===== src/rtl/assert_macros.svh =====
// ----------------------------------------------------------------------------
// Assertion macros
// Shared concurrent assertion helpers for the segment converter RTL.
// ----------------------------------------------------------------------------
`ifndef ASSERT_MACROS_SVH
`define ASSERT_MACROS_SVH

// The consequent must hold in the same cycle as the antecedent.
`define LSFC_ASSERT_IMP(lbl, clk, rstn, ante, cons) \
  lbl: assert property (@(posedge clk) disable iff (!rstn) (ante) |-> (cons)) \
    else $error("assertion failed");

// The consequent must hold in the cycle after the antecedent.
`define LSFC_ASSERT_NXT(lbl, clk, rstn, ante, cons) \
  lbl: assert property (@(posedge clk) disable iff (!rstn) (ante) |=> (cons)) \
    else $error("assertion failed");

`endif


===== src/rtl/lsfc_pkg.sv =====
// ----------------------------------------------------------------------------
// lsfc_pkg
// Constants, the arctangent table and shared types of the segment converter.
// ----------------------------------------------------------------------------
package lsfc_pkg;

  localparam int unsigned ANGLE_WIDTH = 17;
  localparam int unsigned GUARD       = 8;
  localparam int unsigned ZW          = 26;
  localparam int unsigned ATAN_LEN    = 24;

  typedef logic signed [ZW-1:0] z_t;

  localparam logic [31:0] INV_GAIN    = 32'd2608131496;
  localparam z_t          DEG90_Z     = 26'sd5898240;
  localparam z_t          DEG180_Z    = 26'sd11796480;
  localparam int          ANGLE_LIMIT = 46080;

  typedef struct packed {
    logic cmd;
    logic flip;
    logic zero;
  } lsfc_ctrl_t;

  // Arctangent of 2^-i in 1/65536 degree.
  function automatic z_t atan_z(input int unsigned idx);
    z_t r;
    case (idx)
      0:  r = 26'sd2949120;
      1:  r = 26'sd1740967;
      2:  r = 26'sd919879;
      3:  r = 26'sd466945;
      4:  r = 26'sd234379;
      5:  r = 26'sd117304;
      6:  r = 26'sd58666;
      7:  r = 26'sd29335;
      8:  r = 26'sd14668;
      9:  r = 26'sd7334;
      10: r = 26'sd3667;
      11: r = 26'sd1833;
      12: r = 26'sd917;
      13: r = 26'sd458;
      14: r = 26'sd229;
      15: r = 26'sd115;
      16: r = 26'sd57;
      17: r = 26'sd29;
      18: r = 26'sd14;
      19: r = 26'sd7;
      20: r = 26'sd4;
      21: r = 26'sd2;
      22: r = 26'sd1;
      default: r = '0;
    endcase
    return r;
  endfunction

endpackage


===== src/rtl/lsfc_post.sv =====
// ----------------------------------------------------------------------------
// lsfc_post
// Output stages: gain compensation, rounding to port scale, angle clamp and
// endpoint saturation, ending in the output register.
// ----------------------------------------------------------------------------
`include "assert_macros.svh"

module lsfc_post
  import lsfc_pkg::*;
#(
  parameter int unsigned W  = 24,
  parameter int unsigned CW = 36,
  parameter int unsigned EW = 185
) (
  input  logic                 clk_i,
  input  logic                 rst_ni,
  input  logic                 en_i,
  input  logic                 valid_i,
  input  lsfc_ctrl_t           ctrl_i,
  input  logic signed [CW-1:0] x_i,
  input  logic signed [CW-1:0] y_i,
  input  z_t                   z_i,
  input  logic        [EW-1:0] echo_i,
  output logic                 valid_o,
  output logic        [EW-1:0] data_o,
  output logic                 flag_o
);

  localparam int unsigned SW = CW + 1;

  // Stage A
  logic                 va_q;
  lsfc_ctrl_t           ca_q;
  logic [63:0]          ux, phi_q, plo_q;
  logic signed [CW-1:0] xa_q, ya_q;
  z_t                   za_q;
  logic [EW-1:0]        ea_q;
  // Stage B
  logic                 vb_q;
  lsfc_ctrl_t           cb_q;
  logic [63:0]          mag, lenr;
  logic [W-1:0]         lenb_d, lenb_q;
  logic                 big_d, big_q;
  z_t                   zr;
  logic signed [ZW-9:0] zs;
  logic signed [ANGLE_WIDTH-1:0] angb_d, angb_q;
  logic signed [CW-1:0] dxb_q, dyb_q;
  logic [EW-1:0]        eb_q;
  // Stage C
  logic                 vc_q;
  logic [EW-1:0]        data_d, data_q;
  logic                 flag_d, flag_q;
  logic [W:0]           c0, c1, c2, c3;

  function automatic logic [W:0] clip(input logic signed [W-1:0] base,
                                      input logic signed [CW-1:0] delta,
                                      input logic sub);
    logic signed [SW-1:0] s;
    logic [W:0]           r;
    s = sub ? (SW'(base) - SW'(delta)) : (SW'(base) + SW'(delta));
    if ((s[SW-1:W-1] == '0) || (s[SW-1:W-1] == '1)) begin
      r = {1'b0, s[W-1:0]};
    end else begin
      r = {1'b1, s[SW-1], {(W-1){~s[SW-1]}}};
    end
    return r;
  endfunction

  always_comb begin
    ux = (x_i > 0) ? {{(64-CW){1'b0}}, x_i} : 64'd0;
  end

  always_ff @(posedge clk_i) begin
    if (en_i) begin
      ca_q  <= ctrl_i;
      phi_q <= 64'(ux[63:32]) * 64'(INV_GAIN);
      plo_q <= 64'(ux[31:0]) * 64'(INV_GAIN);
      xa_q  <= ctrl_i.flip ? -x_i : x_i;
      ya_q  <= ctrl_i.flip ? -y_i : y_i;
      za_q  <= z_i;
      ea_q  <= echo_i;
    end
  end

  always_comb begin
    mag    = phi_q + (plo_q >> 32);
    lenr   = (mag + 64'd128) >> GUARD;
    big_d  = (lenr >> W) != 64'd0;
    lenb_d = lenr[W-1:0];
    zr     = za_q + z_t'(128);
    zs     = zr[ZW-1:GUARD];
    if (zs > ANGLE_LIMIT) begin
      angb_d = ANGLE_WIDTH'(ANGLE_LIMIT);
    end else if (zs < -ANGLE_LIMIT) begin
      angb_d = -ANGLE_WIDTH'(ANGLE_LIMIT);
    end else begin
      angb_d = zs[ANGLE_WIDTH-1:0];
    end
    if (ca_q.zero) begin
      big_d  = 1'b0;
      lenb_d = '0;
      angb_d = '0;
    end
  end

  always_ff @(posedge clk_i) begin
    if (en_i) begin
      cb_q   <= ca_q;
      lenb_q <= lenb_d;
      big_q  <= big_d;
      angb_q <= angb_d;
      dxb_q  <= (xa_q + CW'(128)) >>> GUARD;
      dyb_q  <= (ya_q + CW'(128)) >>> GUARD;
      eb_q   <= ea_q;
    end
  end

  always_comb begin
    c0 = clip(eb_q[5*W-1:4*W], dxb_q, 1'b0);
    c1 = clip(eb_q[6*W-1:5*W], dyb_q, 1'b0);
    c2 = clip(eb_q[5*W-1:4*W], dxb_q, 1'b1);
    c3 = clip(eb_q[6*W-1:5*W], dyb_q, 1'b1);
    if (cb_q.cmd) begin
      data_d = {eb_q[EW-1:4*W], c3[W-1:0], c2[W-1:0], c1[W-1:0], c0[W-1:0]};
      flag_d = c0[W] | c1[W] | c2[W] | c3[W];
    end else begin
      data_d = {angb_q, big_q ? {W{1'b1}} : lenb_q, eb_q[6*W-1:0]};
      flag_d = big_q;
    end
  end

  always_ff @(posedge clk_i) begin
    if (en_i) begin
      data_q <= data_d;
      flag_q <= flag_d;
    end
  end

  always_ff @(posedge clk_i or negedge rst_ni) begin
    if (!rst_ni) begin
      va_q <= 1'b0;
      vb_q <= 1'b0;
      vc_q <= 1'b0;
    end else if (en_i) begin
      va_q <= valid_i;
      vb_q <= va_q;
      vc_q <= vb_q;
    end
  end

  assign valid_o = vc_q;
  assign data_o  = data_q;
  assign flag_o  = flag_q;

  `LSFC_ASSERT_IMP(a_len_sat_max, clk_i, rst_ni,
                   vb_q && !cb_q.cmd && big_q && en_i,
                   data_d[7*W-1:6*W] == '1)
  `LSFC_ASSERT_IMP(a_ang_range, clk_i, rst_ni, vb_q && !cb_q.cmd,
                   (angb_q <= ANGLE_LIMIT) && (angb_q >= -ANGLE_LIMIT))
  `LSFC_ASSERT_NXT(a_zero_vec, clk_i, rst_ni,
                   va_q && en_i && !ca_q.cmd && ca_q.zero,
                   (lenb_q == '0) && (angb_q == '0) && !big_q)

endmodule


===== config.mk =====
export PLATFORM = sky130hd
export DESIGN_NAME = lsfc_post
export DESIGN_NICKNAME = d
export VERILOG_FILES = /design/src/rtl/lsfc_pkg.sv /design/src/rtl/lsfc_post.sv
export VERILOG_INCLUDE_DIRS = /design/src /design/src/rtl
export SDC_FILE = /design/constraint.sdc
export NUM_CORES = 2
export LEC_CHECK = 0
export ABC_AREA = 0
export BUFFER_PORTS_ARGS = -buffer_cell sky130_fd_sc_hd__buf_2
export CORE_ASPECT_RATIO = 1.4
export CORE_MARGIN = 8
export CORE_UTILIZATION = 31
export CTS_CLUSTER_DIAMETER = 80
export DETAILED_ROUTE_END_ITERATION = 8
export HOLD_SLACK_MARGIN = 0.12
export PLACE_DENSITY = 0.54
export SYNTH_ARGS = -nofsm -noshare
export SYNTH_HDL_FRONTEND = slang
export SYNTH_SLANG_ARGS = --single-unit

===== constraint.sdc =====
create_clock -name clk_i -period 10.3 [get_ports clk_i]
set_input_delay 2.06 -clock clk_i [delete_from_list [all_inputs] [get_ports clk_i]]
set_output_delay 2.06 -clock clk_i [all_outputs]
set_load 0.02 [all_outputs]

==> impl_metrics.yaml <==
cts:
  cts_inserted_buffers: 88
  ctsHoldBuffers: 0
  cts_num_sinks: 799
  path_clk_slew_ps: 60
  cts_tree: "built"
  clock_path_buffers: 3
  clk_latency_ps: 750
  ctsRootBufferMaster: "clkbuf_16"
  cts.htree.levels: 3
synth:
  synth.avg_cell_area_um2: 11.8
  synth_cell_types: 90
  synth-xor-area-share_pct: 4.71
  synth_top_family_by_area: "adder cells"
  synth_top_area_share_pct: 43.0
  synthTopCellsByCount: "inv_1, edfxtp_1, ha_1, fa_1, nor2_1"
  yosysWarningCount: 0
  netlist_area_um2: 55600
  synth_area_leaders: "edfxtp_1, fa_1, ha_1, inv_1, xnor2_1"
  ys_seq_elements: 799
  ys_seq_area_share_pct: 43.1
  synth-edff-count: 796
  synth_area_leader_cell: "edfxtp_1"
  ys.flop_type: "edfxtp_1"
  synth.area.mux_share_pct: 0.600
  synth_compound_area_share_pct: 8.41
  synthArstFlopShare_pct: 0.375
  yosys.area_share.adder_pct: 28.9
  syn-instance-count: 4732
  synthMostInstantiatedCell: "inv_1"
  yosys.area_share.simple_pct: 7.60
worst_setup_path:
  endpoint_kind: "flop"
  cp_data_arrival_time_ps: 11860
  ff2ff_path_depth: 16
  cpPeakStageDelay_ps: 620
  path_buf_inv: 8
  cp_top_family: "adder cells"
  critical_path_required_ps: 10760
  critical-path-slowest-cell: "fa_2"
  timing.critical_path.mode_cell: "fa_1"
  startpoint_type: "primary input"
  crit_type: "primary input to flop"
  cp_max_fo: 7
  worst-path-stages: 35
global_routing:
  grt_use_met2_pct: 31.1
  overflow: 0
  grt_pass1_vias: 39200
  grt_use_met3_pct: 2.63
  antenna_found_initial: 36
  grt_max_degree: 186
  grt_pass1_wl_um: 258000
  grt_use_total_pct: 18.0
  grt.met1_usage_pct: 22.9
  grt_busiest_layer: "met2"
floorplanning:
  die_x_um: 374
  dieArea_um2: 193000
  dieHeight_um: 517
  initial_core_util_pct: 31.1
  core_um2: 179000
  placementRows: 184
  io_pins: 477
timing:
  fin_ws_ps: -1110
  finalHoldViolCount: 0
  period_needed_ps: 11410
  worstMarginPinSlew_ps: 1060
  setup_tns_ps: -24270
  finalCritPeriodShare_pct: 111
  setup_viol: 29
  final.setup_skew_ps: 71.3
  max_freq_mhz: 87.7
  drv_slew: 0
  relSlewSlack_pct: 28.8
  rsz0062_at_grt: "true"
run:
  cap_violations: 0
power:
  p_seq_share_pct: 19.0
  p_sw_share_pct: 40.7
  ir_drop_v: 0.000649
  power.density_nw_per_um2: 354
  clkPwrFrac_pct: 14.4
  comb_power_share_pct: 66.6
  p_int_mw: 14.2
  power.leakage_nw: 29.7
  p_switching_mw: 9.79
routing:
  wire_per_inst_um: 22.4
  drt_wl_total_um: 179000
  vias: 37900
  drt_first_pass_iters: 7
  vias_per_cell: 4.74
  antenna_left: 0
  drt_iter0_drc: 2556
  drc: 0
cells_and_area:
  finish.utilization_pct: 38.0
  nFillCells: 17500
  final_area_um2: 67900
  areaGrowthSynthToFinish_pct: 22.0
  drive_above_1_share_pct: 22.0
  nets: 6867
status:
  status: "finished with violations"
  violations: "setup timing"
placement:
  numPortBuffers: 469
  hpwl_um: 149000
  gp_congestion: 0.968
  place_area_um2: 63800
hold_path:
  min_path_cells: 0
  hold_class: "flop to flop"
## final timing paths
check	start	endpoint	slack [ps]
max reg2reg	eb_q[120]	data_o[83]	4090
min	ea_q[162]	eb_q[162]	390
max	x_i[9]	plo_q[62]	-1110
max in group asynchronous	rst_ni	va_q	9050
min in group asynchronous	rst_ni	valid_o	1150
min reg2reg	ea_q[162]	eb_q[162]	390
## routing by layer
metal  up-vias  part of all wire (%)
li1      17800                     -
met1     18800                    42
met2      1032                    49
met3       234                   5.3
met4        12                   3.7
met5         -                 0.045
## area by class of cell
| cell class | count | area, µm² | area share [%] |
|---|---|---|---|
| clock inverter | 63 | 970 | 1.43 |
| multi-input combinational | 2958 | 28900 | 42.6 |
| clock buffer | 97 | 2240 | 3.29 |
| inverter | 862 | 3270 | 4.82 |
| antenna | 16 | 40.0 | 0.0590 |
| sequential | 799 | 24000 | 35.3 |
| tap | 2325 | 2910 | 4.29 |
| timing repair buffer | 861 | 5550 | 8.18 |
## cells by family after synthesis
group	count (synthesis)
simple gates	891
other cells	2
flops	799
xor+xnor	299
mux	30
buf+inv	977
compound gates	724
fa+ha+maj	1010
## layout by cell type (no fill, tap or decap), types with 26 or more instances in the layout
master / synthesis / final
inv_1: 859 / 827
edfxtp_1: 796 / 796
ha_1: 550 / 514
buf_2: 14 / 464
fa_1: 457 / 433
buf_4: 0 / 363
nor2_1: 328 / 323
xnor2_1: 230 / 227
a21oi_1: 224 / 209
nand2_1: 207 / 193
o21ai_0: 139 / 129
clkbuf_16: 0 / 89
xor2_1: 69 / 69
nand3_1: 64 / 63
a21o_1: 62 / 62
nand2b_1: 48 / 47
o22a_1: 45 / 45
and3_1: 38 / 37
nor3_1: 37 / 36
a31oi_1: 38 / 36
ha_4: 0 / 35
nor2b_1: 28 / 27
o21bai_1: 26 / 26
## through the flow
| stage | std cells | worst slack (ps) | hold WS (ps) | power (mW) |
|---|---|---|---|---|
| floorplan | 4734 | -1110 | 400 | 13.4 |
| global placement | 7776 | -2080 | 400 | 18.8 |
| detailed placement | 7776 | -2140 | 405 | 18.8 |
| CTS | 7944 | -996 | 391 | 23.0 |
| global route | 7966 | -1320 | 407 | 26.0 |
| finish | 7981 | -1110 | 389 | 24.0 |
## registers in the layout, indices dropped and copies added (netlist names), 24 cells and up
register / count
eb_q: 185
dyb_q: 28
dxb_q: 28
plo_q: 29
xa_q: 29
ea_q: 185
phi_q: 33
ya_q: 29
data_o: 185
lenb_q: 24
## power by group through the flow
| stage | Combinational [mW] | Sequential, mW | Clock [mW] |
|---|---|---|---|
| CTS | 14.9 | 4.57 | 3.57 |
| finish | 16.0 | 4.56 | 3.46 |
| global placement | 14.2 | 4.63 | 0 |
| floorplan | 8.81 | 4.63 | 0 |
| detailed placement | 14.2 | 4.63 | 0 |
| global route | 17.7 | 4.60 | 3.67 |
## what timing repair did
item | CTS | global route
pin swaps | 34 | 97
gates cloned | 0 | 1
resized for setup | 45 | 86
buffers inserted | 9 | 22
endpoints found under the setup margin | 29 | 29
Power figures use the tool's default switching activity.
