==> config.mk <==
export PLATFORM = sky130hd
export DESIGN_NAME = lsfc_cordic_stage
export DESIGN_NICKNAME = d
export VERILOG_FILES = /design/src/rtl/assert_macros.svh /design/src/rtl/lsfc_pkg.sv /design/src/rtl/lsfc_cordic_stage.sv
export SDC_FILE = /design/constraint.sdc
export NUM_CORES = 1
export LEC_CHECK = 0
export CORE_AREA = 8 8 218 220
export CTS_CLUSTER_DIAMETER = 40
export CTS_CLUSTER_SIZE = 40
export DETAILED_ROUTE_END_ITERATION = 12
export DIE_AREA = 0 0 226 228
export DONT_BUFFER_PORTS = 1
export SLEW_MARGIN = 20
export SYNTH_ARGS = -nofsm -noshare
export SYNTH_HDL_FRONTEND = slang
export SYNTH_SLANG_ARGS = --single-unit
export TNS_END_PERCENT = 30
==> constraint.sdc <==
create_clock -name clk_i -period 0.8 [get_ports clk_i]
set_input_delay 0.2 -clock clk_i [delete_from_list [all_inputs] [get_ports clk_i]]
set_output_delay 0.2 -clock clk_i [all_outputs]
set_load 0.1 [all_outputs]
==> src/rtl/assert_macros.svh <==
// ----------------------------------------------------------------------------
// Assertion macros
// Shared concurrent assertion helpers for the segment converter RTL.
// ----------------------------------------------------------------------------
`ifndef ASSERT_MACROS_SVH
`define ASSERT_MACROS_SVH

// The consequent must hold in the same cycle as the antecedent.
`define LSFC_ASSERT_IMP(lbl, clk, rstn, ante, cons) \
  lbl: assert property (@(posedge clk) disable iff (!rstn) (ante) |-> (cons)) \
    else $error("assertion failed");

// The consequent must hold in the cycle after the antecedent.
`define LSFC_ASSERT_NXT(lbl, clk, rstn, ante, cons) \
  lbl: assert property (@(posedge clk) disable iff (!rstn) (ante) |=> (cons)) \
    else $error("assertion failed");

`endif

==> src/rtl/lsfc_pkg.sv <==
// ----------------------------------------------------------------------------
// lsfc_pkg
// Constants, the arctangent table and shared types of the segment converter.
// ----------------------------------------------------------------------------
package lsfc_pkg;

  localparam int unsigned ANGLE_WIDTH = 17;
  localparam int unsigned GUARD       = 8;
  localparam int unsigned ZW          = 26;
  localparam int unsigned ATAN_LEN    = 24;

  typedef logic signed [ZW-1:0] z_t;

  localparam logic [31:0] INV_GAIN    = 32'd2608131496;
  localparam z_t          DEG90_Z     = 26'sd5898240;
  localparam z_t          DEG180_Z    = 26'sd11796480;
  localparam int          ANGLE_LIMIT = 46080;

  typedef struct packed {
    logic cmd;
    logic flip;
    logic zero;
  } lsfc_ctrl_t;

  // Arctangent of 2^-i in 1/65536 degree.
  function automatic z_t atan_z(input int unsigned idx);
    z_t r;
    case (idx)
      0:  r = 26'sd2949120;
      1:  r = 26'sd1740967;
      2:  r = 26'sd919879;
      3:  r = 26'sd466945;
      4:  r = 26'sd234379;
      5:  r = 26'sd117304;
      6:  r = 26'sd58666;
      7:  r = 26'sd29335;
      8:  r = 26'sd14668;
      9:  r = 26'sd7334;
      10: r = 26'sd3667;
      11: r = 26'sd1833;
      12: r = 26'sd917;
      13: r = 26'sd458;
      14: r = 26'sd229;
      15: r = 26'sd115;
      16: r = 26'sd57;
      17: r = 26'sd29;
      18: r = 26'sd14;
      19: r = 26'sd7;
      20: r = 26'sd4;
      21: r = 26'sd2;
      22: r = 26'sd1;
      default: r = '0;
    endcase
    return r;
  endfunction

endpackage

==> src/rtl/lsfc_cordic_stage.sv <==
// ----------------------------------------------------------------------------
// lsfc_cordic_stage
// One registered CORDIC micro-rotation, vectoring or rotation by command.
// ----------------------------------------------------------------------------
module lsfc_cordic_stage
  import lsfc_pkg::*;
#(
  parameter int unsigned CW  = 36,
  parameter int unsigned EW  = 185,
  parameter int unsigned IDX = 0
) (
  input  logic                 clk_i,
  input  logic                 rst_ni,
  input  logic                 en_i,
  input  logic                 valid_i,
  input  lsfc_ctrl_t           ctrl_i,
  input  logic signed [CW-1:0] x_i,
  input  logic signed [CW-1:0] y_i,
  input  z_t                   z_i,
  input  logic        [EW-1:0] echo_i,
  output logic                 valid_o,
  output lsfc_ctrl_t           ctrl_o,
  output logic signed [CW-1:0] x_o,
  output logic signed [CW-1:0] y_o,
  output z_t                   z_o,
  output logic        [EW-1:0] echo_o
);

  logic signed [CW-1:0] xs, ys, x_d, x_q, y_d, y_q;
  z_t                   z_d, z_q;
  logic                 sel;
  logic                 valid_q;
  lsfc_ctrl_t           ctrl_q;
  logic [EW-1:0]        echo_q;

  always_comb begin
    xs  = x_i >>> IDX;
    ys  = y_i >>> IDX;
    sel = ctrl_i.cmd ? (z_i >= 0) : (y_i < 0);
    if (sel) begin
      x_d = x_i - ys;
      y_d = y_i + xs;
      z_d = z_i - atan_z(IDX);
    end else begin
      x_d = x_i + ys;
      y_d = y_i - xs;
      z_d = z_i + atan_z(IDX);
    end
  end

  always_ff @(posedge clk_i or negedge rst_ni) begin
    if (!rst_ni) begin
      valid_q <= 1'b0;
    end else if (en_i) begin
      valid_q <= valid_i;
    end
  end

  always_ff @(posedge clk_i) begin
    if (en_i) begin
      ctrl_q <= ctrl_i;
      x_q    <= x_d;
      y_q    <= y_d;
      z_q    <= z_d;
      echo_q <= echo_i;
    end
  end

  assign valid_o = valid_q;
  assign ctrl_o  = ctrl_q;
  assign x_o     = x_q;
  assign y_o     = y_q;
  assign z_o     = z_q;
  assign echo_o  = echo_q;

endmodule

==> flow_summary_export.csv, run 1 <==
group,metric,value,unit
clock_tree,clock-sinks,286,
global_routing,grt_pass1_vias,15300,
logic_synthesis,syn-cell-area,15200,um2
timing,slew_violations,0,
timing,slew-limit-headroom,0.296,
route,drc,0,
worst_hold_path,worstHoldEndpoint,"y_o[19]$_DFFE_PP_",
worst_hold_path,worstHoldStart,"en_i",
route,routed_via_density,5.22,
die,num_io_pins,577,
clock_tree,clock-root-buffer,"clkbuf_16",
route,ant_nets,0,
route,drtIter0Drc,1072,
critical_path,regToRegSetupSlack,-100,ps
pwr,p_leak,12.4,nW
critical_path,cp.arrival,2530,ps
global_routing,grt_first_pass_wirelength,109000,um
timing,final.min_clock_period,2230,ps
route,dr.pass1.iters,5,
pwr,peakVddDrop,1590,uV
die,die_x,226,um
die,coreArea,43800,um2
clock_tree,cts.path.max_buffers,3,
placement,dp_hpwl,56500,um
pwr,powerDensity,2410,nW/um2
critical_path,worst_setup_path_end_kind,"register",
timing,fin_ws,-1430,ps
route,detail_route.wl_per_cell,27.3,um
critical_path,r2r_cells,1,
timing,fmax,0.448,GHz
critical_path,crit_start,"x_i[16]",
critical_path,r2r-start,"valid_o$_DFFE_PN0P_",
route,num_vias,14800,
worst_hold_path,hp-class,"in -> reg",
placement,portBuffers,0,
critical_path,cp.required,1090,ps
logic_synthesis,yosysUniqueCellTypes,77,
run_status,violations,"hold timing, setup timing",
timing,fin_crit_sh,2.79,
route,routed_wirelength,77400,um
timing,setup_viol,365,
critical_path,path_class,"in -> reg",
placement,place_area,24600,um2
pwr,power,72.4,mW
global_routing,grt_max_degree,287,
critical_path,crit_path_start_kind,"primary input",
layout,final_core_utilization,0.686,
die,fp.dieH,228,um
timing,fin_worst_skew,0,ps
logic_synthesis,synth_warnings,0,
logic_synthesis,async_reset_ff_frac,0.00350,
global_routing,grt_overflow,0,
die,num_rows,77,
layout,syn_to_final_growth,97.3,%
run_status,status,"finished with violations",
layout,fin_area,30100,um2
timing,report.final.hold_viol_count,48,
clock_tree,htreeDepth,2,
timing,rsz0062_at_grt,"true",
critical_path,r2r_end,"valid_o$_DFFE_PN0P_",
layout,fillCellCount,3002,
timing,worstMarginPinSlew,1060,ps
global_routing,grt_usage,0.286,
logic_synthesis,synth_edf_count,285,
clock_tree,cts_tree,"built",
timing,whs,-261,ps
logic_synthesis,syn_inst,1314,
logic_synthesis,syn_area_per_cell,11.6,um2
logic_synthesis,yosysSeqAreaShare,0.563,
clock_tree,cts_hold_repair.buffers,211,
logic_synthesis,ys_ff_latch,286,
timing,setup-tns-final,-243400,ps
run,cap_violations,0,
global_routing,grt_antenna_before_repair,10,
worst_hold_path,whs_path_depth,0,
layout,fin_nets,2599,
die,die_area,51500,um2
critical_path,worstPathMaxFanout,6,
clock_tree,cts_buffers,48,
logic_synthesis,synthFlopType,"edfxtp_1",
placement,place.gp.congestion,0.943,
logic_synthesis,synth_nets,1717,
clock_tree,clk_pin_slew_worst_paths,50,ps
die,start_util,0.347,
layout,drive_above_1_share,0.458,
clock_tree,clkLatencyLatePin,560,ps
stage by stage:
stage	hold slack [ps]	cells	setup WS, ps
global placement	-95.5	2490	-2090
detailed placement	-95.5	2490	-2150
CTS	-283	2810	-1420
finish	-261	2837	-1430
global route	-280	2833	-1500
floorplan	-95.6	1314	-1720
sequential cells by signal (all words and copies together) (netlist names):
name,cells
echo_o,185
x_o,36
y_o,35
z_o,26
ctrl_o,3
valid_o,1
cell usage in the layout (no fill, tap or decap), drive strengths merged, types with 8 or more instances in the layout:
cell and count:
ha 110, o21ai 98, o41ai 8, diode 9, nor2 107, nand2 66
nand4 14, a211oi 14, edfxtp 285, o31ai 16, o21bai 16, a21o 13
o211ai 12, xor2 14, nor3 21, a21oi 141, mux2i 8, nand2b 16
nor2b 13, o21a 9, buf 672, clkbuf 53, clkinv 16, xnor2 66
inv 120, and2 10, dlygate4sd3 211
layer usage:
layer  global-route usage  share of wire  wire length [um]
met4                0.123          0.050              3900
met5                    0        0.00053                41
met2                0.511           0.51             39400
met3               0.0636          0.067              5220
met1                0.323           0.37             28900
how the worst max path moves through the flow:
stage,to
detailed placement,x_o[35]$_DFFE_PP_
global placement,x_o[34]$_DFFE_PP_
global route,x_o[27]$_DFFE_PP_
finish,x_o[35]$_DFFE_PP_
CTS,x_o[35]$_DFFE_PP_
floorplan,y_o[27]$_DFFE_PP_
worst max-delay path: stages:
cell and delay (ps):
inv_1 20, ha_2 370, inv_1 80, buf_4 160, a21oi_1 200, o31ai_1 140
a22oi_2 320, o2111ai_4 180, a41o_1 270, a211o_1 280, a31oi_2 200, xnor2_1 110
power breakdown:
part | leakage, nW | internal [mW] | switching (mW)
Sequential | 2.80 | 18.6 | 1.53
Clock | 0.831 | 13.6 | 8.54
Combinational | 8.77 | 11.6 | 18.5
Total | 12.4 | 43.8 | 28.5
timing repair:
item / CTS / global route
setup buffers: 23 / 23
gates cloned: 0 / 0
resized for setup: 124 / 170
setup endpoints to repair: 365 / 365
hold endpoints to repair: 498 / 56
pin swaps: 62 / 100
final cells by class:
type / instances / area (um2) / area share
clock buffer: 52 / 1240 / 0.0412
multi-input combinational: 868 / 7590 / 0.253
clock inverter: 38 / 478 / 0.0159
sequential: 286 / 8590 / 0.286
inverter: 108 / 440 / 0.0147
antenna: 9 / 22.5 / 0.000749
tap: 592 / 741 / 0.0246
timing repair buffer: 884 / 11000 / 0.364
Yosys cell counts (4+ instances only):
cell | n | area share
a21oi_1 | 137 | 0.045
o31a_1 | 4 | 0.0023
buf_2 | 14 | 0.0046
o21ai_0 | 72 | 0.024
a2111oi_0 | 5 | 0.0029
edfxtp_1 | 285 | 0.56
o31ai_1 | 16 | 0.0079
nand4_1 | 14 | 0.0057
xnor2_1 | 66 | 0.038
nand2b_1 | 16 | 0.0066
ha_1 | 110 | 0.090
nand3_1 | 6 | 0.0020
or2_2 | 5 | 0.0021
o211ai_1 | 12 | 0.0059
nor2_1 | 106 | 0.026
buf_1 | 7 | 0.0017
a211o_1 | 4 | 0.0023
nor4_1 | 7 | 0.0029
inv_1 | 101 | 0.025
a21oi_2 | 4 | 0.0023
nand2_1 | 66 | 0.016
o2111ai_1 | 4 | 0.0023
o21ai_1 | 25 | 0.0082
a31oi_1 | 5 | 0.0021
and2_1 | 10 | 0.0041
mux2i_1 | 8 | 0.0053
or3_1 | 4 | 0.0016
nor3_1 | 21 | 0.0069
xor2_1 | 14 | 0.0081
clkbuf_1 | 28 | 0.0069
o41ai_1 | 4 | 0.0023
clkinv_1 | 4 | 0.00099
a211oi_1 | 12 | 0.0059
o21a_1 | 9 | 0.0044
o21bai_1 | 16 | 0.0079
a21o_1 | 13 | 0.0064
nor2b_1 | 13 | 0.0053
cells by family after synthesis:
kind of cell	synth area share
xor gates and xnor gates	0.0460
AOI/OAI and AO/OA	0.161
buffers and inverters	0.0413
muxes	0.00674
DFF	0.563
and+or+nand+nor	0.0870
adders and majority gates	0.0943
Power figures use the tool's default switching activity.
==> inputs of run 2 (changes only) <==
Settings changed: CTS_BUF_LIST from default to sky130_fd_sc_hd__clkbuf_4 sky130_fd_sc_hd__clkbuf_8.
==> flow_summary_export.csv, run 2 (same netlist as run 1, synthesis figures left out) <==
group,metric,value,unit
run_status,status,"finished with violations",
run_status,violations,"hold timing, setup timing",
timing,report.final.hold_viol_count,54,
global_routing,grt_use_met2,0.479,
critical_path,cp.arrival,2540,ps
timing,fmax,0.460,GHz
clock_tree,cts_tree,"built",
layout,drive_above_1_share,0.449,
global_routing,grt_usage,0.279,
timing,worstMarginPinSlew,1120,ps
clock_tree,clock-root-buffer,"clkbuf_8",
critical_path,path_common_cell,"buf_6",
global_routing,grt_pass1_vias,15100,
route,detail_route.wl_per_cell,26.7,um
pwr,p_leak,12.1,nW
global_routing,use_met1,0.312,
critical_path,worst_setup_path_end_kind,"register",
timing,slew_violations,0,
die,start_util,0.347,
timing,fin_ws,-1370,ps
pwr,power,66.1,mW
critical_path,path_class,"in -> reg",
route,ant_nets,0,
route,routed_via_density,5.19,
critical_path,cp.required,1170,ps
placement,dp_slack,-2150,ps
route,routed_wirelength,75700,um
timing,final.min_clock_period,2170,ps
critical_path,cpPeakStageDelay,560,ps
global_routing,grt_max_degree,287,
die,coreArea,43800,um2
route,drc,0,
clock_tree,cts.path.max_buffers,3,
timing,slew-limit-headroom,0.250,
global_routing,grtUsageMet3,0.0756,
global_routing,grt_first_pass_wirelength,105000,um
clock_tree,clock-sinks,286,
route,drtIter0Drc,991,
layout,layout_commonest_cell,"buf_4",
clock_tree,cts_hold_repair.buffers,214,
layout,final_cell_mix,"buf_4 (344), buf_12 (289), edfxtp_1 (285)",
clock_tree,clk_pin_slew_worst_paths,60,ps
die,die_x,226,um
placement,portBuffers,0,
timing,fin_worst_skew,0,ps
pwr,powerDensity,2240,nW/um2
placement,place_area,24600,um2
layout,fin_nets,2600,
global_routing,busiest_layer,"met2",
timing,rsz0062_at_grt,"true",
layout,fillCellCount,3067,
layout,largest_reg_flops,185,
clock_tree,clkLatencyLatePin,630,ps
run,cap_violations,0,
layout,syn_to_final_growth,93.4,%
clock_tree,cts_buffers,48,
worst_hold_path,hp-class,"in -> reg",
die,fp.dieH,228,um
route,num_vias,14700,
die,num_rows,77,
critical_path,crit_path_start_kind,"primary input",
route,dr.pass1.iters,5,
die,num_io_pins,577,
critical_path,path_buf_inv,4,
pwr,peakVddDrop,1690,uV
critical_path,slowest_stage,"or4_4",
timing,fin_crit_sh,2.71,
critical_path,worstPathMaxFanout,3,
global_routing,grt_antenna_before_repair,10,
global_routing,grt_overflow,0,
layout,fin_area,29500,um2
timing,setup_viol,366,
clock_tree,htreeDepth,2,
timing,whs,-328,ps
critical_path,cp_top_family,"compound AO/OA/AOI/OAI gates",
placement,dp_hpwl,56500,um
placement,place.gp.congestion,0.943,
critical_path,worstPathCellList,"ha_4, nor2b_4, or4_4, a211oi_4, buf_6, buf_6, nor2_4, o2111ai_4, a41o_1, buf_6, buf_6, a41oi_2, xnor2_1",
die,die_area,51500,um2
## run 2: changes by cell type in the layout (fill, tap and decap cells not counted), moves of 3 or more
cell	change
inv_1	+3
clkbuf_1	-3
clkbuf_4	+3
buf_4	-3
o21ai_4	+4
inv_2	-4
clkbuf_8	+49
clkbuf_16	-49
o21ai_2	-12
o21ai_1	+9
## run 2: worst paths after layout
| path | from | to | slack (ps) | cells past startpoint |
|---|---|---|---|---|
| max | y_i[6] | y_o[35]$_DFFE_PP_ | -1370 | 13 |
| min | en_i | y_o[26]$_DFFE_PP_ | -330 | 0 |
| max reg2reg | valid_o$_DFFE_PN0P_ | valid_o$_DFFE_PN0P_ | -90 | 1 |
| min reg2reg | valid_o$_DFFE_PN0P_ | valid_o$_DFFE_PN0P_ | 630 | 1 |
| max in group asynchronous | rst_ni | valid_o$_DFFE_PN0P_ | 350 | 2 |
| min in group asynchronous | rst_ni | valid_o$_DFFE_PN0P_ | 330 | 2 |
## run 2: metrics by stage
stage	hold slack (ps)	utilization	setup TNS [ps]	std cells
finish	-328	0.672	-258480	2838
global route	-364	0.672	-273950	2837
floorplan	-95.6	-	-186320	1314
detailed placement	-95.5	0.560	-125630	2490
global placement	-95.5	0.560	-124610	2490
CTS	-367	0.657	-266900	2812
## run 2: power breakdown
part,switching (mW),internal [mW]
sequential,1.50,18.6
combinational,18.4,11.6
clock,7.65,8.35
total,27.6,38.6
## run 2: per-layer routing
layer,vias up,part of all wire,routed length [um]
met5,-,0.00016,12
met4,2,0.060,4560
met3,187,0.081,6150
met2,726,0.49,37400
met1,7211,0.36,27600
li1,6612,-,-
## run 2: layout make-up
cell class                      count  area, um2  area share
Multi-Input combinational cell    868       7540       0.256
Tap cell                          592        741      0.0251
Clock buffer                       52        697      0.0237
Antenna cell                        9       22.5    0.000764
Clock inverter                     38        460      0.0156
Inverter                          108        443      0.0150
Sequential cell                   286       8590       0.291
Timing Repair Buffer              885      11000       0.372
## run 2: timing repair
action / CTS / global route
hold endpoints to repair: 510 / 162
resized for setup: 173 / 108
setup buffers: 25 / 21
setup endpoints to repair: 364 / 364
pin swaps: 84 / 58
