File: config.mk
export PLATFORM = sky130hd
export DESIGN_NAME = lsfc_pre
export DESIGN_NICKNAME = d
export VERILOG_FILES = /design/src/rtl/assert_macros.svh /design/src/rtl/lsfc_pkg.sv /design/src/rtl/lsfc_pre.sv
export SDC_FILE = /design/constraint.sdc
export NUM_CORES = 1
export LEC_CHECK = 0
export BUFFER_PORTS_ARGS = -buffer_cell sky130_fd_sc_hd__clkbuf_2
export CAP_MARGIN = 10
export CORE_ASPECT_RATIO = 0.7
export CORE_MARGIN = 2
export CORE_UTILIZATION = 45
export DETAILED_ROUTE_END_ITERATION = 10
export PLACE_DENSITY = 0.66
export SLEW_MARGIN = 20
export SYNTH_ARGS = -nofsm -noshare
export SYNTH_HDL_FRONTEND = slang
export SYNTH_SLANG_ARGS = --single-unit
File: constraint.sdc
create_clock -name clk_i -period 1.9 [get_ports clk_i]
set_input_delay 0.285 -clock clk_i [delete_from_list [all_inputs] [get_ports clk_i]]
set_output_delay 0.285 -clock clk_i [all_outputs]
set_load 0.01 [all_outputs]
File: src/rtl/assert_macros.svh
// ----------------------------------------------------------------------------
// Assertion macros
// Shared concurrent assertion helpers for the segment converter RTL.
// ----------------------------------------------------------------------------
`ifndef ASSERT_MACROS_SVH
`define ASSERT_MACROS_SVH

// The consequent must hold in the same cycle as the antecedent.
`define LSFC_ASSERT_IMP(lbl, clk, rstn, ante, cons) \
  lbl: assert property (@(posedge clk) disable iff (!rstn) (ante) |-> (cons)) \
    else $error("assertion failed");

// The consequent must hold in the cycle after the antecedent.
`define LSFC_ASSERT_NXT(lbl, clk, rstn, ante, cons) \
  lbl: assert property (@(posedge clk) disable iff (!rstn) (ante) |=> (cons)) \
    else $error("assertion failed");

`endif

File: src/rtl/lsfc_pkg.sv
// ----------------------------------------------------------------------------
// lsfc_pkg
// Constants, the arctangent table and shared types of the segment converter.
// ----------------------------------------------------------------------------
package lsfc_pkg;

  localparam int unsigned ANGLE_WIDTH = 17;
  localparam int unsigned GUARD       = 8;
  localparam int unsigned ZW          = 26;
  localparam int unsigned ATAN_LEN    = 24;

  typedef logic signed [ZW-1:0] z_t;

  localparam logic [31:0] INV_GAIN    = 32'd2608131496;
  localparam z_t          DEG90_Z     = 26'sd5898240;
  localparam z_t          DEG180_Z    = 26'sd11796480;
  localparam int          ANGLE_LIMIT = 46080;

  typedef struct packed {
    logic cmd;
    logic flip;
    logic zero;
  } lsfc_ctrl_t;

  // Arctangent of 2^-i in 1/65536 degree.
  function automatic z_t atan_z(input int unsigned idx);
    z_t r;
    case (idx)
      0:  r = 26'sd2949120;
      1:  r = 26'sd1740967;
      2:  r = 26'sd919879;
      3:  r = 26'sd466945;
      4:  r = 26'sd234379;
      5:  r = 26'sd117304;
      6:  r = 26'sd58666;
      7:  r = 26'sd29335;
      8:  r = 26'sd14668;
      9:  r = 26'sd7334;
      10: r = 26'sd3667;
      11: r = 26'sd1833;
      12: r = 26'sd917;
      13: r = 26'sd458;
      14: r = 26'sd229;
      15: r = 26'sd115;
      16: r = 26'sd57;
      17: r = 26'sd29;
      18: r = 26'sd14;
      19: r = 26'sd7;
      20: r = 26'sd4;
      21: r = 26'sd2;
      22: r = 26'sd1;
      default: r = '0;
    endcase
    return r;
  endfunction

endpackage

File: src/rtl/lsfc_pre.sv
// ----------------------------------------------------------------------------
// lsfc_pre
// Input stage: difference vector and midpoint, or scaled half length and
// quadrant-reduced angle, loaded into the first pipeline register.
// ----------------------------------------------------------------------------
module lsfc_pre
  import lsfc_pkg::*;
#(
  parameter int unsigned W  = 24,
  parameter int unsigned CW = 36,
  parameter int unsigned EW = 185
) (
  input  logic                          clk_i,
  input  logic                          rst_ni,
  input  logic                          en_i,
  input  logic                          valid_i,
  input  logic                          cmd_i,
  input  logic signed [W-1:0]           first_x_i,
  input  logic signed [W-1:0]           first_y_i,
  input  logic signed [W-1:0]           second_x_i,
  input  logic signed [W-1:0]           second_y_i,
  input  logic signed [W-1:0]           mid_x_i,
  input  logic signed [W-1:0]           mid_y_i,
  input  logic        [W-1:0]           seg_length_i,
  input  logic signed [ANGLE_WIDTH-1:0] angle_i,
  output logic                          valid_o,
  output lsfc_ctrl_t                    ctrl_o,
  output logic signed [CW-1:0]          x_o,
  output logic signed [CW-1:0]          y_o,
  output z_t                            z_o,
  output logic        [EW-1:0]          echo_o
);

  logic signed [W:0]    dx, dy, sx, sy;
  logic signed [CW-1:0] vx, vy;
  logic [W+31:0]        prod;
  z_t                   za;
  logic                 valid_q;
  lsfc_ctrl_t           ctrl_d, ctrl_q;
  logic signed [CW-1:0] x_d, x_q, y_d, y_q;
  z_t                   z_d, z_q;
  logic [EW-1:0]        echo_d, echo_q;

  always_comb begin
    dx   = {first_x_i[W-1], first_x_i} - {second_x_i[W-1], second_x_i};
    dy   = {first_y_i[W-1], first_y_i} - {second_y_i[W-1], second_y_i};
    sx   = {first_x_i[W-1], first_x_i} + {second_x_i[W-1], second_x_i};
    sy   = {first_y_i[W-1], first_y_i} + {second_y_i[W-1], second_y_i};
    vx   = CW'(dx) <<< GUARD;
    vy   = CW'(dy) <<< GUARD;
    prod = (W+32)'(seg_length_i) * (W+32)'(INV_GAIN);
    za   = ZW'(angle_i) <<< GUARD;

    ctrl_d.cmd  = cmd_i;
    ctrl_d.flip = 1'b0;
    ctrl_d.zero = (dx == '0) && (dy == '0);
    if (cmd_i) begin
      x_d = CW'(prod[W+31:32-GUARD+1]);
      y_d = '0;
      z_d = za;
      if (za > DEG90_Z) begin
        z_d         = za - DEG180_Z;
        ctrl_d.flip = 1'b1;
      end else if (za < -DEG90_Z) begin
        z_d         = za + DEG180_Z;
        ctrl_d.flip = 1'b1;
      end
      echo_d = {angle_i, seg_length_i, mid_y_i, mid_x_i, {(4*W){1'b0}}};
    end else begin
      if (dx < 0) begin
        x_d = -vx;
        y_d = -vy;
        z_d = (dy >= 0) ? DEG180_Z : -DEG180_Z;
      end else begin
        x_d = vx;
        y_d = vy;
        z_d = '0;
      end
      echo_d = {{(ANGLE_WIDTH + W){1'b0}}, sy[W:1], sx[W:1],
                second_y_i, second_x_i, first_y_i, first_x_i};
    end
  end

  always_ff @(posedge clk_i or negedge rst_ni) begin
    if (!rst_ni) begin
      valid_q <= 1'b0;
    end else if (en_i) begin
      valid_q <= valid_i;
    end
  end

  always_ff @(posedge clk_i) begin
    if (en_i) begin
      ctrl_q <= ctrl_d;
      x_q    <= x_d;
      y_q    <= y_d;
      z_q    <= z_d;
      echo_q <= echo_d;
    end
  end

  assign valid_o = valid_q;
  assign ctrl_o  = ctrl_q;
  assign x_o     = x_q;
  assign y_o     = y_q;
  assign z_o     = z_q;
  assign echo_o  = echo_q;

endmodule

==> results of run 1 <==
==> area by class of cell <==
class	count	area [um^2]
Clock inverter	22	283
Sequential cell	261	7830
Timing Repair Buffer	1382	10100
Fill cell	4585	19100
Clock buffer	31	743
Inverter	544	2090
Antenna cell	3	7.51
Tap cell	819	1020
Multi-Input combinational cell	1909	20700
==> sequential cells by signal, summed over array words and instances (netlist names) <==
register	cells
echo_o	185
z_o	8
y_o	28
valid_o	1
ctrl_o	3
x_o	36
==> placed cells by master, fill, tap and decap left out, types with 17 or more instances in the layout <==
cell type      instances
buf_12                18
xor2_1                33
nor2_1               205
o21ai_1               32
nor2b_1               56
clkbuf_16             34
xnor2_2               24
a31oi_1               18
nand3_1               17
nand2b_1              18
fa_2                  38
clkbuf_2             432
o21bai_1              19
inv_1                497
ha_1                 282
conb_1                19
a21o_1                27
nand2_1               99
edfxtp_1             260
buf_6                 60
buf_4                799
dlygate4sd3_1         45
nor3_1                26
xnor2_1               79
o21ai_2               25
inv_2                 39
a21oi_2               32
and2_1                27
o21ai_0               53
fa_1                 259
ha_4                  49
a21oi_1               87
a21oi_4               26
==> synth_stat cells, types with 23 or more instances <==
cell type    n
xor2_1      37
fa_1       297
a21oi_1    143
o21bai_1    23
inv_1      543
o21ai_0    111
xnor2_1    106
and2_1      30
edfxtp_1   260
nor2b_1     60
nor3_1      36
nand2_1    110
a31oi_1     28
clkbuf_1    63
nor2_1     226
buf_4       31
nand3_1     26
ha_1       335
a21o_1      27
==> per-stage QoR <==
stage / cell area (um^2) / hold WS (ps)
floorplan: 29400 / -10.6
global placement: 38200 / 59.2
detailed placement: 38200 / 64.0
CTS: 41500 / 1.24
global route: 42700 / 21.9
finish: 42700 / 20.5
==> worst min-delay path by stage <==
| stage | startpoint | end | slack [ps] | cells past startpoint |
|---|---|---|---|---|
| after floorplan | rst_ni | valid_o$_DFFE_PN0P_ | -10 | 0 |
| after detailed placement | rst_ni | valid_o$_DFFE_PN0P_ | 60 | 1 |
| after global placement | rst_ni | valid_o$_DFFE_PN0P_ | 60 | 1 |
| after CTS | mid_y_i[0] | echo_o[120]$_DFFE_PP_ | 1 | 3 |
| after global routing | second_y_i[4] | echo_o[76]$_SDFFCE_PP0P_ | 20 | 3 |
| final | mid_x_i[21] | echo_o[117]$_DFFE_PP_ | 20 | 3 |
==> worst max-delay path: cells and delay by family <==
family	cells	cell delay (ps)
AND/OR/NAND/NOR	2	350
multiplexers	1	90
adder cells (fa/ha/maj)	8	3760
AO/OA/AOI/OAI	6	1370
XOR/XNOR	1	140
buffers and inverters	6	430
==> kinds of logic after synthesis <==
kind of cell / Yosys count / share of synthesized area
xor gates and xnor gates: 144 / 0.0449
buffers and inverters: 656 / 0.0922
DFF: 261 / 0.277
and+or+nand+nor: 600 / 0.104
adders and majority gates: 632 / 0.359
AOI/OAI and AO/OA: 492 / 0.115
muxes: 21 / 0.00806
other: 1 / 0.000133
==> timing repair <==
action                                 4_1_cts  5_1_grt
hold buffers                                45        0
endpoints found under the hold margin       44        0
cloned                                       4        1
setup endpoints to repair                  103      103
pin swaps                                  176      203
resized for setup                          281      219
setup buffers                               66       49
==> metal layers <==
metal | up-vias | track usage | wire (um)
met1 | 12900 | 0.460 | 47500
met2 | 830 | 0.502 | 47100
met5 | - | 0 | 27
li1 | 11900 | - | -
met4 | 4 | 0.0712 | 2640
met3 | 136 | 0.0612 | 7430
==> run_results.csv, run 1 <==
group,metric,value,unit
yosys,ys.flop_type,"edfxtp_1",
yosys,avgSynthCellArea,10.1,um^2
floorplanning,initial_core_util,0.457,
place,portBuffers,460,
outcome,status,"complete, but fails checks",
sta,setup_ws,-4210,ps
yosys,synthTopCellsByArea,"edfxtp_1 (28%), fa_1 (21%), ha_1 (15%), inv_1 (7.2%), xnor2_1 (3.3%)",
critical_path,crit_arrival,6430,ps
layout,fin_cells,4971,
critical_path,r2r_cells,1,
sta,fin_tns_setup,-171560,ps
floorplanning,die_area,0.0648,mm^2
drt,ant_nets,0,
yosys,synth_cell_types,97,
drt,via_per_inst,5.19,
yosys,post-synth-top-area-cell,"edfxtp_1",
yosys,synth_top_area_share,0.276,
yosys,synth_edf_count,260,
drt,vias,25800,
critical_path,cp.required,2210,ps
yosys,async_flop_share,0.00383,
sta,maxSlewViolCount,0,
critical_path,worstSetupPathType,"input pin to register",
global_routing,gr-usage-all-layers,0.320,
critical_path,r2r_slack,1080,ps
critical_path,cp_slowest_cell,"fa_1",
critical_path,crit_end,"x_o[30]$_DFFE_PP_",
floorplanning,io_pins,477,
drt,drt_iter0_drc,1907,
place,dp_cells,4776,
sta,finalCriticalPeriod,6110,ps
critical_path,critPathMaxFanout,3,
sta,timing.final.crit_share,3.22,
drt,wirelength,105000,um
global_routing,grt-ovfl-total,0,
floorplanning,die_x,303,um
critical_path,cp_slowest_stage_delay,580,ps
layout,utilization,0.691,
global_routing,antenna_found_initial,5,
critical_path,startpoint,"seg_length_i[14]",
floorplanning,fp.dieH,214,um
clock_tree,clock-sinks,261,
sta,tightest_slew,546,ps
clock_tree,path_clk_slew,60,ps
critical_path,timing.rr.end,"valid_o$_DFFE_PN0P_",
yosys,syn_inst,2807,
critical_path,cp-end-kind,"register",
place,dp_hpwl,84500,um
yosys,syn-cell-area,0.0282,mm^2
floorplanning,rows,76,
sta,max_freq,0.164,GHz
critical_path,crit_top_cell,"fa_2",
global_routing,grt_max_degree,97,
yosys,ys_seq_area_frac,0.277,
outcome,violations,"setup timing",
drt,drc_errors,0,
sta,hold_viol,0,
clock_tree,clock_latency,610,ps
sta,finClkSkew,0,ps
clock_tree,cts_buffers,29,
critical_path,worstPathCellList,"clkbuf_16, fa_2, inv_2, buf_6, fa_2, inv_2, fa_2, fa_1, fa_2, fa_1, inv_1, fa_1, inv_2, ha_4, and4_4, and2_4, a211oi_4, o221ai_2, a21oi_4, o21ai_4, o41a_1, a31oi_2, xnor2_1, mux2i_1",
yosys,ys_ff_latch,261,
critical_path,startpoint_type,"input pin",
yosys,ys_warn_count,0,
place,dp_worst_setup_slack,-4980,ps
layout,layout-drive-gt1-share,0.444,
flow_run,drv_cap,0,
sta,setup_violations,101,
layout,layout.nets,4949,
worst_hold_path,hold_class,"input pin to register",
clock_tree,clockRootBuffer,"clkbuf_16",
clock_tree,clk_path_buf_depth,3,
clock_tree,tritoncts,"done",
layout,area_growth,51.3,%
sta,rsz0062_at_grt,"yes",
drt,drt_first_pass_iters,6,
drt,wl_per_cell,21.1,um
floorplanning,coreArea,0.0618,mm^2
global_routing,grt_pass1_wl,157000,um
critical_path,rr_startpoint,"valid_o$_DFFE_PN0P_",
global_routing,grt_pass1_vias,26900,
sta,slew_headroom,0.634,
place,place.gp.congestion,0.989,
clock_tree,htree_levels,1,
Power of run 1 is left out: the tool's default activity adds up to more than one toggle a clock period on the data nets, which glitch-free logic cannot reach.
==> run 2, diff against run 1 <==
--- a/config.mk
+++ b/config.mk
@@ -12,6 +12,7 @@
 export CORE_UTILIZATION = 45
 export DETAILED_ROUTE_END_ITERATION = 10
 export PLACE_DENSITY = 0.66
+export RECOVER_POWER = 25
 export SLEW_MARGIN = 20
 export SYNTH_ARGS = -nofsm -noshare
 export SYNTH_HDL_FRONTEND = slang
==> run_results.csv, run 2 (same netlist as run 1, synthesis figures left out) <==
group,metric,value,unit
clock_tree,clock-sinks,261,
critical_path,crit_end,"x_o[30]$_DFFE_PP_",
layout,layout-drive-gt1-share,0.443,
layout,final_common_cell,"buf_4",
global_routing,grt_max_degree,97,
flow_run,drv_cap,0,
floorplanning,die_x,303,um
floorplanning,fp.dieH,214,um
critical_path,cp_slowest_stage_delay,580,ps
sta,finalCriticalPeriod,6110,ps
critical_path,critical-path-top-delay-family,"adder cells",
critical_path,worstSetupPathType,"input pin to register",
critical_path,startpoint_type,"input pin",
sta,setup_violations,194,
floorplanning,die_area,0.0648,mm^2
critical_path,crit_top_cell,"fa_2",
layout,utilization,0.690,
critical_path,worst-path-stages,24,
clock_tree,clk_path_buf_depth,3,
critical_path,startpoint,"seg_length_i[14]",
global_routing,grt-ovfl-total,0,
place,dp_cells,4776,
sta,slew_headroom,0.108,
sta,rsz0062_at_grt,"yes",
layout,layout.nets,4949,
layout,final_cell_mix,"buf_4 (796), inv_1 (497), clkbuf_2 (435)",
layout,fin_cells,4971,
critical_path,cp_slowest_cell,"fa_1",
layout,area_growth,51.0,%
critical_path,r2r_slack,1080,ps
place,dp_hpwl,84500,um
place,place.gp.congestion,0.989,
place,portBuffers,460,
clock_tree,tritoncts,"done",
critical_path,cp.required,2210,ps
critical_path,crit_buf_inv,6,
global_routing,grt_pass1_wl,157000,um
floorplanning,io_pins,477,
sta,setup_ws,-4210,ps
floorplanning,coreArea,0.0618,mm^2
critical_path,timing.rr.end,"valid_o$_DFFE_PN0P_",
global_routing,antenna_found_initial,5,
drt,drt_iter0_drc,1995,
drt,ant_nets,0,
critical_path,worstPathCellList,"clkbuf_16, fa_2, inv_2, buf_6, fa_2, inv_2, fa_2, fa_1, fa_2, fa_1, inv_1, fa_1, inv_2, ha_4, and4_4, and2_4, a211oi_4, o221ai_2, a21oi_4, o21ai_4, o41a_1, a31oi_2, xnor2_1, mux2i_1",
sta,finClkSkew,0,ps
clock_tree,clock_latency,600,ps
global_routing,gr-usage-all-layers,0.320,
drt,wl_per_cell,21.1,um
clock_tree,cts_buffers,29,
sta,timing.final.crit_share,3.22,
drt,vias,25800,
floorplanning,rows,76,
sta,max_freq,0.164,GHz
critical_path,r2r_cells,1,
drt,via_per_inst,5.18,
critical_path,critPathMaxFanout,3,
drt,drt_first_pass_iters,5,
clock_tree,path_clk_slew,60,ps
outcome,violations,"setup timing",
clock_tree,htree_levels,1,
worst_hold_path,hold_class,"input pin to register",
clock_tree,clockRootBuffer,"clkbuf_16",
sta,tightest_slew,1340,ps
critical_path,rr_startpoint,"valid_o$_DFFE_PN0P_",
drt,wirelength,105000,um
critical_path,cp-end-kind,"register",
outcome,status,"complete, but fails checks",
critical_path,crit_arrival,6420,ps
sta,hold_viol,0,
layout,largest_register_ffs,185,
sta,maxSlewViolCount,0,
drt,drc_errors,0,
floorplanning,initial_core_util,0.457,
global_routing,grt_pass1_vias,26900,
## run 2: worst min-delay path by stage
stage                        from                        to  slack (ps)  cells past startpoint
floorplan                  rst_ni       valid_o$_DFFE_PN0P_         -10                      0
global placement           rst_ni       valid_o$_DFFE_PN0P_          60                      1
detailed placement         rst_ni       valid_o$_DFFE_PN0P_          60                      1
CTS                    mid_y_i[0]     echo_o[120]$_DFFE_PP_           1                      3
global route        second_y_i[4]  echo_o[76]$_SDFFCE_PP0P_          20                      3
finish                mid_x_i[21]     echo_o[117]$_DFFE_PP_          20                      3
## run 2: timing repair
action,4_1_cts,5_1_grt
setup endpoints to repair,103,103
hold buffers,45,0
resized for setup,281,219
endpoints found under the hold margin,44,0
pin swaps,176,203
cloned,4,1
buffers inserted,66,49
## run 2: area by class of cell
cell class | instances | area (um^2)
inverters | 544 | 2090
fillers | 4602 | 19200
repair buffers | 1382 | 9970
diodes | 3 | 7.51
clock buffers | 31 | 743
flip-flops and latches | 261 | 7830
multi-input cells | 1909 | 20700
well taps | 819 | 1020
clock inverters | 22 | 283
## run 2: metal layers
metal / routed length (um) / global-route usage / vias to the layer above
met5: 27 / 0 / -
met4: 2610 / 0.0712 / 4
met3: 7380 / 0.0612 / 131
met2: 47200 / 0.502 / 830
met1: 47500 / 0.460 / 12900
li1: - / - / 11900
## run 2: worst min-delay path: stages
cell and delay, ps:
clkbuf_2 80, nor2_1 40, o22ai_1 90
## run 2: stage by stage
stage / setup TNS [ps] / instance area, um^2 / setup slack [ps] / hold slack [ps]
5_1_grt: -190170 / 42600 / -4360 / 21.9
3_3_place_gp: -237500 / 38200 / -4940 / 59.2
4_1_cts: -163170 / 41500 / -4140 / 1.24
2_1_floorplan: -163940 / 29400 / -4200 / -10.6
3_5_place_dp: -243680 / 38200 / -4980 / 64.0
6_report: -176780 / 42600 / -4210 / 21.9
Power of run 2 is left out for the same reason.
